--- config.mk ---
export PLATFORM = sky130hd
export DESIGN_NAME = fraction_divide_reduce
export DESIGN_NICKNAME = d
export VERILOG_FILES = /design/src/hw/rtl/fdr_pkg.sv /design/src/hw/rtl/fdr_datapath.sv /design/src/hw/rtl/fraction_divide_reduce.sv
export SDC_FILE = /design/constraint.sdc
export NUM_CORES = 1
export LEC_CHECK = 0
export ABC_AREA = 1
export BUFFER_PORTS_ARGS = -buffer_cell sky130_fd_sc_hd__buf_2
export CAP_MARGIN = 0
export CORE_UTILIZATION = 38
export DETAILED_ROUTE_END_ITERATION = 6
export GPL_TIMING_DRIVEN = 0
export MAX_ROUTING_LAYER = met4
export SYNTH_ARGS = -nofsm -noshare
export SYNTH_HDL_FRONTEND = slang
export SYNTH_SLANG_ARGS = --single-unit
--- constraint.sdc ---
create_clock -name clk -period 9 [get_ports clk]
set_clock_uncertainty 0.1 [all_clocks]
set_input_delay 1.8 -clock clk [delete_from_list [all_inputs] [get_ports clk]]
set_output_delay 1.8 -clock clk [all_outputs]
set_load 0.02 [all_outputs]
--- src/hw/rtl/fdr_pkg.sv ---
// Package for the fraction divide/reduce block: microcode word, status flags
// and the control-store program. Used by fraction_divide_reduce and fdr_datapath.
package fdr_pkg;

  localparam int PC_W = 5;

  typedef logic [PC_W-1:0] pc_t;

  typedef enum logic [4:0] {
    OP_NOP,
    OP_MUL_NUM,
    OP_MUL_DEN,
    OP_GCD_LOAD,
    OP_SHIFT_BOTH,
    OP_HALVE_X,
    OP_HALVE_Y,
    OP_SUB,
    OP_UNSHIFT,
    OP_DIV_LOAD_NUM,
    OP_DIV_LOAD_DEN,
    OP_DIV_STEP,
    OP_STORE_NUM,
    OP_STORE_DEN,
    OP_EMIT_RESULT,
    OP_EMIT_DBZ,
    OP_EMIT_ZERO
  } op_t;

  typedef enum logic [3:0] {
    COND_NEVER,
    COND_ALWAYS,
    COND_ANY_ZERO,
    COND_NUM_ZERO,
    COND_BOTH_EVEN,
    COND_X_EVEN,
    COND_Y_EVEN,
    COND_X_NE_Y,
    COND_K_NZ,
    COND_CNT_MORE
  } cond_t;

  typedef struct packed {
    op_t   op;
    cond_t cond;
    pc_t   target;
    logic  done;
  } uword_t;

  typedef struct packed {
    logic any_zero;
    logic num_zero;
    logic both_even;
    logic x_even;
    logic y_even;
    logic x_ne_y;
    logic k_nz;
    logic cnt_more;
  } stat_t;

  // Step addresses used as jump targets
  localparam pc_t PC_SHIFT_BOTH = pc_t'(3);
  localparam pc_t PC_HALVE_X    = pc_t'(4);
  localparam pc_t PC_HALVE_Y    = pc_t'(5);
  localparam pc_t PC_UNSHIFT    = pc_t'(7);
  localparam pc_t PC_DIV_NUM    = pc_t'(9);
  localparam pc_t PC_DIV_DEN    = pc_t'(12);
  localparam pc_t PC_EMIT_DBZ   = pc_t'(15);
  localparam pc_t PC_EMIT_ZERO  = pc_t'(16);

  localparam uword_t UWORD_NOP = '{op: OP_NOP, cond: COND_NEVER, target: '0, done: 1'b0};

  // Control store: binary GCD, then two restoring divisions by the GCD
  function automatic uword_t ucode(input pc_t pc);
    uword_t w;
    w = UWORD_NOP;
    case (pc)
      pc_t'(0):  w = '{OP_MUL_NUM,      COND_ANY_ZERO,  PC_EMIT_DBZ,   1'b0};
      pc_t'(1):  w = '{OP_MUL_DEN,      COND_NEVER,     '0,            1'b0};
      pc_t'(2):  w = '{OP_GCD_LOAD,     COND_NUM_ZERO,  PC_EMIT_ZERO,  1'b0};
      pc_t'(3):  w = '{OP_SHIFT_BOTH,   COND_BOTH_EVEN, PC_SHIFT_BOTH, 1'b0};
      pc_t'(4):  w = '{OP_HALVE_X,      COND_X_EVEN,    PC_HALVE_X,    1'b0};
      pc_t'(5):  w = '{OP_HALVE_Y,      COND_Y_EVEN,    PC_HALVE_Y,    1'b0};
      pc_t'(6):  w = '{OP_SUB,          COND_X_NE_Y,    PC_HALVE_Y,    1'b0};
      pc_t'(7):  w = '{OP_UNSHIFT,      COND_K_NZ,      PC_UNSHIFT,    1'b0};
      pc_t'(8):  w = '{OP_DIV_LOAD_NUM, COND_NEVER,     '0,            1'b0};
      pc_t'(9):  w = '{OP_DIV_STEP,     COND_CNT_MORE,  PC_DIV_NUM,    1'b0};
      pc_t'(10): w = '{OP_STORE_NUM,    COND_NEVER,     '0,            1'b0};
      pc_t'(11): w = '{OP_DIV_LOAD_DEN, COND_NEVER,     '0,            1'b0};
      pc_t'(12): w = '{OP_DIV_STEP,     COND_CNT_MORE,  PC_DIV_DEN,    1'b0};
      pc_t'(13): w = '{OP_STORE_DEN,    COND_NEVER,     '0,            1'b0};
      pc_t'(14): w = '{OP_EMIT_RESULT,  COND_NEVER,     '0,            1'b1};
      pc_t'(15): w = '{OP_EMIT_DBZ,     COND_NEVER,     '0,            1'b1};
      pc_t'(16): w = '{OP_EMIT_ZERO,    COND_NEVER,     '0,            1'b1};
      // unused addresses: end the transaction without a result
      default:   w = '{OP_NOP,          COND_NEVER,     '0,            1'b1};
    endcase
    return w;
  endfunction

endpackage

--- src/hw/rtl/fdr_datapath.sv ---
// Datapath of the fraction divide/reduce block: operand registers, shared
// multiplier, binary GCD registers, restoring divider and result registers.
// Depends on fdr_pkg for the microcode word and status types.
module fdr_datapath #(
  parameter int W = 16
) (
  input  logic                 clk,
  input  logic                 rst_n,
  input  logic                 load,
  input  logic signed [W-1:0]  left_num,
  input  logic signed [W-1:0]  left_den,
  input  logic signed [W-1:0]  right_num,
  input  logic signed [W-1:0]  right_den,
  input  fdr_pkg::uword_t      ctrl,
  output fdr_pkg::stat_t       stat,
  output logic                 res_valid,
  output logic signed [31:0]   res_num,
  output logic [30:0]          res_den,
  output logic                 res_whole,
  output logic                 res_dbz
);

  localparam int PW = 2 * W;
  localparam int CW = $clog2(PW);
  localparam int EW = (PW > 32) ? PW : 32;

  logic [W-1:0]  a_r, b_r, c_r, d_r;
  logic          neg_r;
  logic [PW-1:0] num_r, den_r, x_r, y_r, rem_r;
  logic [CW-1:0] k_r, cnt_r;
  logic          valid_r;
  logic signed [31:0] qnum_r;
  logic [30:0]   qden_r;
  logic          whole_r, dbz_r;

  logic [W-1:0]  mag_a, mag_b, mag_c, mag_d;
  logic [W-1:0]  mul_a, mul_b;
  logic [PW-1:0] prod;
  logic [PW:0]   rem_sh, div_diff;
  logic          div_ge;
  logic          x_lt_y;
  logic [EW-1:0] num_ext, num_signed;
  logic [EW-1:0] den_ext;

  function automatic logic [W-1:0] mag(input logic [W-1:0] raw);
    return raw[W-1] ? (~raw + W'(1)) : raw;
  endfunction

  assign mag_a = mag(left_num);
  assign mag_b = mag(left_den);
  assign mag_c = mag(right_num);
  assign mag_d = mag(right_den);

  // one multiplier, shared by the two cross products
  assign mul_a = (ctrl.op == fdr_pkg::OP_MUL_DEN) ? b_r : a_r;
  assign mul_b = (ctrl.op == fdr_pkg::OP_MUL_DEN) ? c_r : d_r;
  assign prod  = PW'(mul_a) * PW'(mul_b);

  // restoring divide step: y_r holds the dividend/quotient, x_r the divisor
  assign rem_sh   = {rem_r, y_r[PW-1]};
  assign div_diff = rem_sh - {1'b0, x_r};
  assign div_ge   = !div_diff[PW];

  assign x_lt_y = x_r < y_r;

  assign num_ext    = EW'(num_r);
  assign num_signed = neg_r ? (~num_ext + EW'(1)) : num_ext;
  assign den_ext    = EW'(den_r);

  always_comb begin
    stat.any_zero  = (b_r == '0) || (c_r == '0) || (d_r == '0);
    stat.num_zero  = (num_r == '0);
    stat.both_even = !x_r[0] && !y_r[0];
    stat.x_even    = !x_r[0];
    stat.y_even    = !y_r[0];
    stat.x_ne_y    = (x_r != y_r);
    stat.k_nz      = (k_r != '0);
    stat.cnt_more  = (cnt_r != CW'(PW - 1));
  end

  always_ff @(posedge clk) begin
    if (load) begin
      a_r   <= mag_a;
      b_r   <= mag_b;
      c_r   <= mag_c;
      d_r   <= mag_d;
      neg_r <= left_num[W-1] ^ left_den[W-1] ^ right_num[W-1] ^ right_den[W-1];
    end
    case (ctrl.op)
      fdr_pkg::OP_MUL_NUM: num_r <= prod;
      fdr_pkg::OP_MUL_DEN: den_r <= prod;
      fdr_pkg::OP_GCD_LOAD: begin
        x_r <= num_r;
        y_r <= den_r;
        k_r <= '0;
      end
      fdr_pkg::OP_SHIFT_BOTH: begin
        if (!x_r[0] && !y_r[0]) begin
          x_r <= x_r >> 1;
          y_r <= y_r >> 1;
          k_r <= k_r + CW'(1);
        end
      end
      fdr_pkg::OP_HALVE_X: begin
        if (!x_r[0]) x_r <= x_r >> 1;
      end
      fdr_pkg::OP_HALVE_Y: begin
        if (!y_r[0]) y_r <= y_r >> 1;
      end
      fdr_pkg::OP_SUB: begin
        // keep the smaller value in x, the difference in y
        if (x_lt_y) begin
          y_r <= y_r - x_r;
        end else begin
          x_r <= y_r;
          y_r <= x_r - y_r;
        end
      end
      fdr_pkg::OP_UNSHIFT: begin
        if (k_r != '0) begin
          x_r <= x_r << 1;
          k_r <= k_r - CW'(1);
        end
      end
      fdr_pkg::OP_DIV_LOAD_NUM: begin
        y_r   <= num_r;
        rem_r <= '0;
        cnt_r <= '0;
      end
      fdr_pkg::OP_DIV_LOAD_DEN: begin
        y_r   <= den_r;
        rem_r <= '0;
        cnt_r <= '0;
      end
      fdr_pkg::OP_DIV_STEP: begin
        rem_r <= div_ge ? div_diff[PW-1:0] : rem_sh[PW-1:0];
        y_r   <= {y_r[PW-2:0], div_ge};
        cnt_r <= cnt_r + CW'(1);
      end
      fdr_pkg::OP_STORE_NUM: num_r <= y_r;
      fdr_pkg::OP_STORE_DEN: den_r <= y_r;
      fdr_pkg::OP_EMIT_RESULT: begin
        qnum_r  <= num_signed[31:0];
        qden_r  <= den_ext[30:0];
        whole_r <= (den_r == PW'(1));
        dbz_r   <= 1'b0;
      end
      fdr_pkg::OP_EMIT_DBZ: begin
        qnum_r  <= '0;
        qden_r  <= '0;
        whole_r <= 1'b0;
        dbz_r   <= 1'b1;
      end
      fdr_pkg::OP_EMIT_ZERO: begin
        qnum_r  <= '0;
        qden_r  <= 31'd1;
        whole_r <= 1'b1;
        dbz_r   <= 1'b0;
      end
      default: ;
    endcase
  end

  always_ff @(posedge clk) begin
    if (!rst_n) begin
      valid_r <= 1'b0;
    end else begin
      valid_r <= (ctrl.op == fdr_pkg::OP_EMIT_RESULT) ||
                 (ctrl.op == fdr_pkg::OP_EMIT_DBZ) ||
                 (ctrl.op == fdr_pkg::OP_EMIT_ZERO);
    end
  end

  assign res_valid = valid_r;
  assign res_num   = qnum_r;
  assign res_den   = qden_r;
  assign res_whole = whole_r;
  assign res_dbz   = dbz_r;

endmodule

--- src/hw/rtl/fraction_divide_reduce.sv ---
// Rational divide (a/b)/(c/d) reduced to lowest terms, microcoded sequencer.
// A zero divisor/denominator gives a division-by-zero result and a zero dividend a zero
// result; otherwise the sequence is a binary GCD followed by two restoring divisions
// by the GCD.
// One transaction at a time: start is not taken while busy. out_valid pulses one
// cycle, and start is taken in that cycle. rst_n is synchronous: it clears busy,
// the step counter and out_valid.
module fraction_divide_reduce #(
  parameter int OPERAND_WIDTH = 16
) (
  input  logic                             clk,
  input  logic                             rst_n,
  input  logic                             start,
  output logic                             busy,
  input  logic signed [OPERAND_WIDTH-1:0]  in_left_num,
  input  logic signed [OPERAND_WIDTH-1:0]  in_left_den,
  input  logic signed [OPERAND_WIDTH-1:0]  in_right_num,
  input  logic signed [OPERAND_WIDTH-1:0]  in_right_den,
  output logic                             out_valid,
  output logic signed [31:0]               out_quot_num,
  output logic [30:0]                      out_quot_den,
  output logic                             out_whole_result,
  output logic                             out_div_by_zero
);

  logic            busy_r;
  fdr_pkg::pc_t    pc_r;
  fdr_pkg::uword_t word;
  fdr_pkg::uword_t ctrl;
  fdr_pkg::stat_t  stat;
  logic            accept;
  logic            take;

  assign accept = start && !busy_r;
  assign word   = fdr_pkg::ucode(pc_r);
  assign ctrl   = busy_r ? word : fdr_pkg::UWORD_NOP;

  always_comb begin
    case (word.cond)
      fdr_pkg::COND_NEVER:     take = 1'b0;
      fdr_pkg::COND_ALWAYS:    take = 1'b1;
      fdr_pkg::COND_ANY_ZERO:  take = stat.any_zero;
      fdr_pkg::COND_NUM_ZERO:  take = stat.num_zero;
      fdr_pkg::COND_BOTH_EVEN: take = stat.both_even;
      fdr_pkg::COND_X_EVEN:    take = stat.x_even;
      fdr_pkg::COND_Y_EVEN:    take = stat.y_even;
      fdr_pkg::COND_X_NE_Y:    take = stat.x_ne_y;
      fdr_pkg::COND_K_NZ:      take = stat.k_nz;
      fdr_pkg::COND_CNT_MORE:  take = stat.cnt_more;
      default:                 take = 1'b0;
    endcase
  end

  always_ff @(posedge clk) begin
    if (!rst_n) begin
      busy_r <= 1'b0;
      pc_r   <= '0;
    end else if (accept) begin
      busy_r <= 1'b1;
      pc_r   <= '0;
    end else if (busy_r) begin
      // drop busy on the last step; always advance or jump the step counter
      if (word.done) busy_r <= 1'b0;
      pc_r <= take ? word.target : pc_r + fdr_pkg::pc_t'(1);
    end
  end

  assign busy = busy_r;

  fdr_datapath #(
    .W (OPERAND_WIDTH)
  ) u_datapath (
    .clk       (clk),
    .rst_n     (rst_n),
    .load      (accept),
    .left_num  (in_left_num),
    .left_den  (in_left_den),
    .right_num (in_right_num),
    .right_den (in_right_den),
    .ctrl      (ctrl),
    .stat      (stat),
    .res_valid (out_valid),
    .res_num   (out_quot_num),
    .res_den   (out_quot_den),
    .res_whole (out_whole_result),
    .res_dbz   (out_div_by_zero)
  );

endmodule

==> results by group <==
Status
  – Outcome: complete, but fails checks
  – Failing checks: design-rule violations, max-capacitance violations, max-slew violations

Worst hold path
  – Min-delay worst type: register to register

Global routing
  – Vias in the first global route: 27299
  – First-pass GRT wire length: 166000 um
  – Largest net degree at the start of global routing: 56
  – Initial antenna violation count: 1
  – Grt total ovfl: 0
  – Global Route Usage Sum: 0.274

Final layout
  – Layout area overhead: 10.9%
  – Share of cells above drive strength 1: 0.0830
  – Cell Count, Final, Fillers Out: 5230
  – Nets: 4622

Place
  – Gp weighted congestion: 1.06
  – Pre-CTS setup slack: 0.290 ns
  – Hpwl dp: 91500 um
  – IO buf count: 132
  – Placed cells: 5156

Clocking
  – TritonCTS clock tree: done
  – Hold bufs inserted after CTS: 0
  – CTS Sinks: 322
  – CTS max path bufs: 3
  – Clk Latency, worst-skew pair: 0.58 ns
  – Worst-path clk slew: 0.06 ns
  – CTS root buffer: clkbuf_16
  – H-tree Lvls: 2
  – Buffer count from post-CTS setup fixing: 0
  – Cts bufs inserted: 40
  – # resized after CTS: 0

Synth
  – Synth Register Bits: 322
  – Top post-synthesis cells by area: edfxtp_1 29%, fa_1 13%, nand2_1 9.8%
  – Commonest cells post-synth: 812 x nand2_1, 652 x inv_1, 496 x nor2_1, 300 x edfxtp_1, 235 x a21oi_1
  – Syn. warnings: 0
  – Sequential-to-total area share from yosys stat: 0.303
  – Synthesized cell area: 0.0311 mm^2
  – Complex-gate fraction of the synthesized area: 0.124
  – Share of the synthesized area in the top cell type: 0.289
  – Simple-gate area share of the yosys netlist: 0.217
  – EDFF count, synth: 300
  – Post-synthesis mux area share: 0
  – Area leader, netlist: edfxtp_1
  – Mapped Cells: 3959
  – Adder-Cell Fraction of Synth Area: 0.215
  – Avg Cell Area, Syn: 7.86 um^2
  – Post-Synth XOR/XNOR Area: 0.0428
  – Combinational family with the most area after synthesis: simple AND/OR/NAND/NOR gates
  – Top-count cell post-synth: nand2_1
  – Netlist cell types: 59
  – Synth Flop Type: edfxtp_1
  – Post-Syn Nets: 4443
  – Post-synth ARST share: 0

Critical path
  – CP max stage cell: o21ai_0
  – Worst Path Arrival: 8.79 ns
  – Worst EP required: 9.19 ns
  – Startpoint class of the critical path: register
  – Worst-path fanout max: 10
  – Setup crit end kind: register
  – Cell mode on critical path: fa_1
  – CP Class: register to register
  – Crit path largest cell delay: 0.92 ns

Floorplanning
  – Die Wd: 288 um
  – Initial Util: 0.385
  – # IOs: 134
  – Site row count: 104
  – Die ar.: 0.0831 mm^2
  – Core area: 0.0808 mm^2
  – Die Y: 288 um

Detailed routing
  – Post-route DRC: 7
  – Pre-Repair DR Iteration Count: 7
  – Vias per cell: 5.37
  – Initial DRC Count: 2646
  – WL/cell: 21.1 um
  – Detailed Route WL: 110000 um
  – Vias post-DR: 28061
  – Antenna viol nets, final: 0

Flow run
  – MaxCap Viol Count: 1

Timing
  – Max Clk Rate: 0.116 GHz
  – Slew Limit Fails: 8
  – Final WS setup: 0.398 ns
  – Hold Vio Cnt, Final: 0
  – Min Hold Slack: 0.442 ns
  – Final number of setup-violating endpoints: 0
  – Slew headroom: -0.0218
  – Period utilization: 0.956
  – Period minus WS final: 8.60 ns
  – Worst-Margin Slew: 1.53 ns
  – Setup TNS: 0 ns
  – RSZ-0062 raised after global routing: false

Power and ir drop
  – Worst VDD drop: 0.632 mV
  – P_leak: 15.9 nW
  – P per Cell Area: 418 mW/mm^2
  – Design Power: 14.4 mW
-- routing by layer --
metal	wire length, um	global-route usage	part of all wire	vias to the layer above
li1	-	-	-	13215
met1	45500	0.347	0.41	13332
met2	50300	0.436	0.46	1262
met3	9120	0.0405	0.083	252
met4	5490	0.119	0.050	0
met5	0	-	0	-
-- where the power goes --
part	internal, mW	total [mW]	switching, mW
registers	2.48	2.68	0.197
logic	3.46	10.2	6.72
clock network	0.906	1.57	0.667
-- state kept, by name, summed over array words and instances, names as in the netlist, 5 cells and up --
register and count:
u_datapath.den_ext 32, u_datapath.num_ext 32, u_datapath.rem_r 32, u_datapath.res_num 32, u_datapath.x_r 32, u_datapath.y_r 32, u_datapath.res_den 31, u_datapath.a_r 16
u_datapath.b_r 16, u_datapath.c_r 16, u_datapath.d_r 16, word 15, pc_r 5, u_datapath.cnt_r 5, u_datapath.k_r 5
-- path summary, 6_finish.rpt --
path / start / end / slack (ns) / depth (start not counted)
worst max-delay path: busy$_SDFF_PN0_ / u_datapath.den_ext[25]$_DFFE_PP_ / 0.40 / 30
worst min-delay path: word[0]$_SDFF_PP1_ / busy$_SDFF_PN0_ / 0.44 / 2
worst max register to register: busy$_SDFF_PN0_ / u_datapath.den_ext[25]$_DFFE_PP_ / 0.40 / 30
worst min register to register: word[0]$_SDFF_PP1_ / busy$_SDFF_PN0_ / 0.44 / 2
-- logic make-up (layout without fill, tap and decap cells) --
logic type               after synthesis  after routing
AO/OA/AOI/OAI                        665            665
XOR/XNOR                             152            152
adder cells (fa/ha/maj)              417            417
buffers and inverters                783            992
flip-flops                           322            322
other                                  0              2
AND/OR/NAND/NOR                     1620           1620
-- metrics by stage --
| stage | util | cell area [um^2] |
|---|---|---|
| floorplan | - | 31100 |
| global placement | 0.410 | 33100 |
| detailed placement | 0.412 | 33300 |
| CTS | 0.427 | 34500 |
| global route | 0.427 | 34500 |
| finish | 0.427 | 34500 |
-- placed cells by master (no fill, tap or decap), drive strengths merged, types with 6 or more instances in the layout --
cell,Yosys,layout
o31ai,7,7
edfxtp,300,300
o21a,14,14
ha,219,219
nor3,54,54
o22ai,24,24
buf,52,189
o21ai,249,249
o211ai,18,18
o2111ai,15,15
clkinv,5,22
fa,198,198
nor3b,6,6
nand3,143,143
o21bai,17,17
xor2,108,108
or2,10,10
a21o,16,16
a31oi,11,11
xnor2,44,44
clkbuf,60,108
nand4,16,16
o221ai,15,15
a22oi,8,8
nor4,23,23
a21boi,9,9
nand2,837,837
a21oi,236,236
nand3b,14,14
nor2,515,515
a221oi,19,19
dfxtp,22,22
inv,666,668
-- critical path, delay by kind of cell, from the launching register on --
kind	cells	cell delay [ns]
compound gates	6	1.94
fa+ha+maj	7	3.60
flops	1	0.35
buf+inv	9	1.20
simple gates	8	1.12
-- cell type report --
class	instances	area [um^2]
diodes	2	5.00
flip-flops and latches	322	9450
clock buffers	48	1030
plain buffers	112	517
clock inverters	24	215
well taps	1060	1330
fillers	8241	46300
multi-input cells	2854	18700
repair buffers	137	768
inverters	671	2520
No activity file was read; power rests on OpenSTA's default activity.
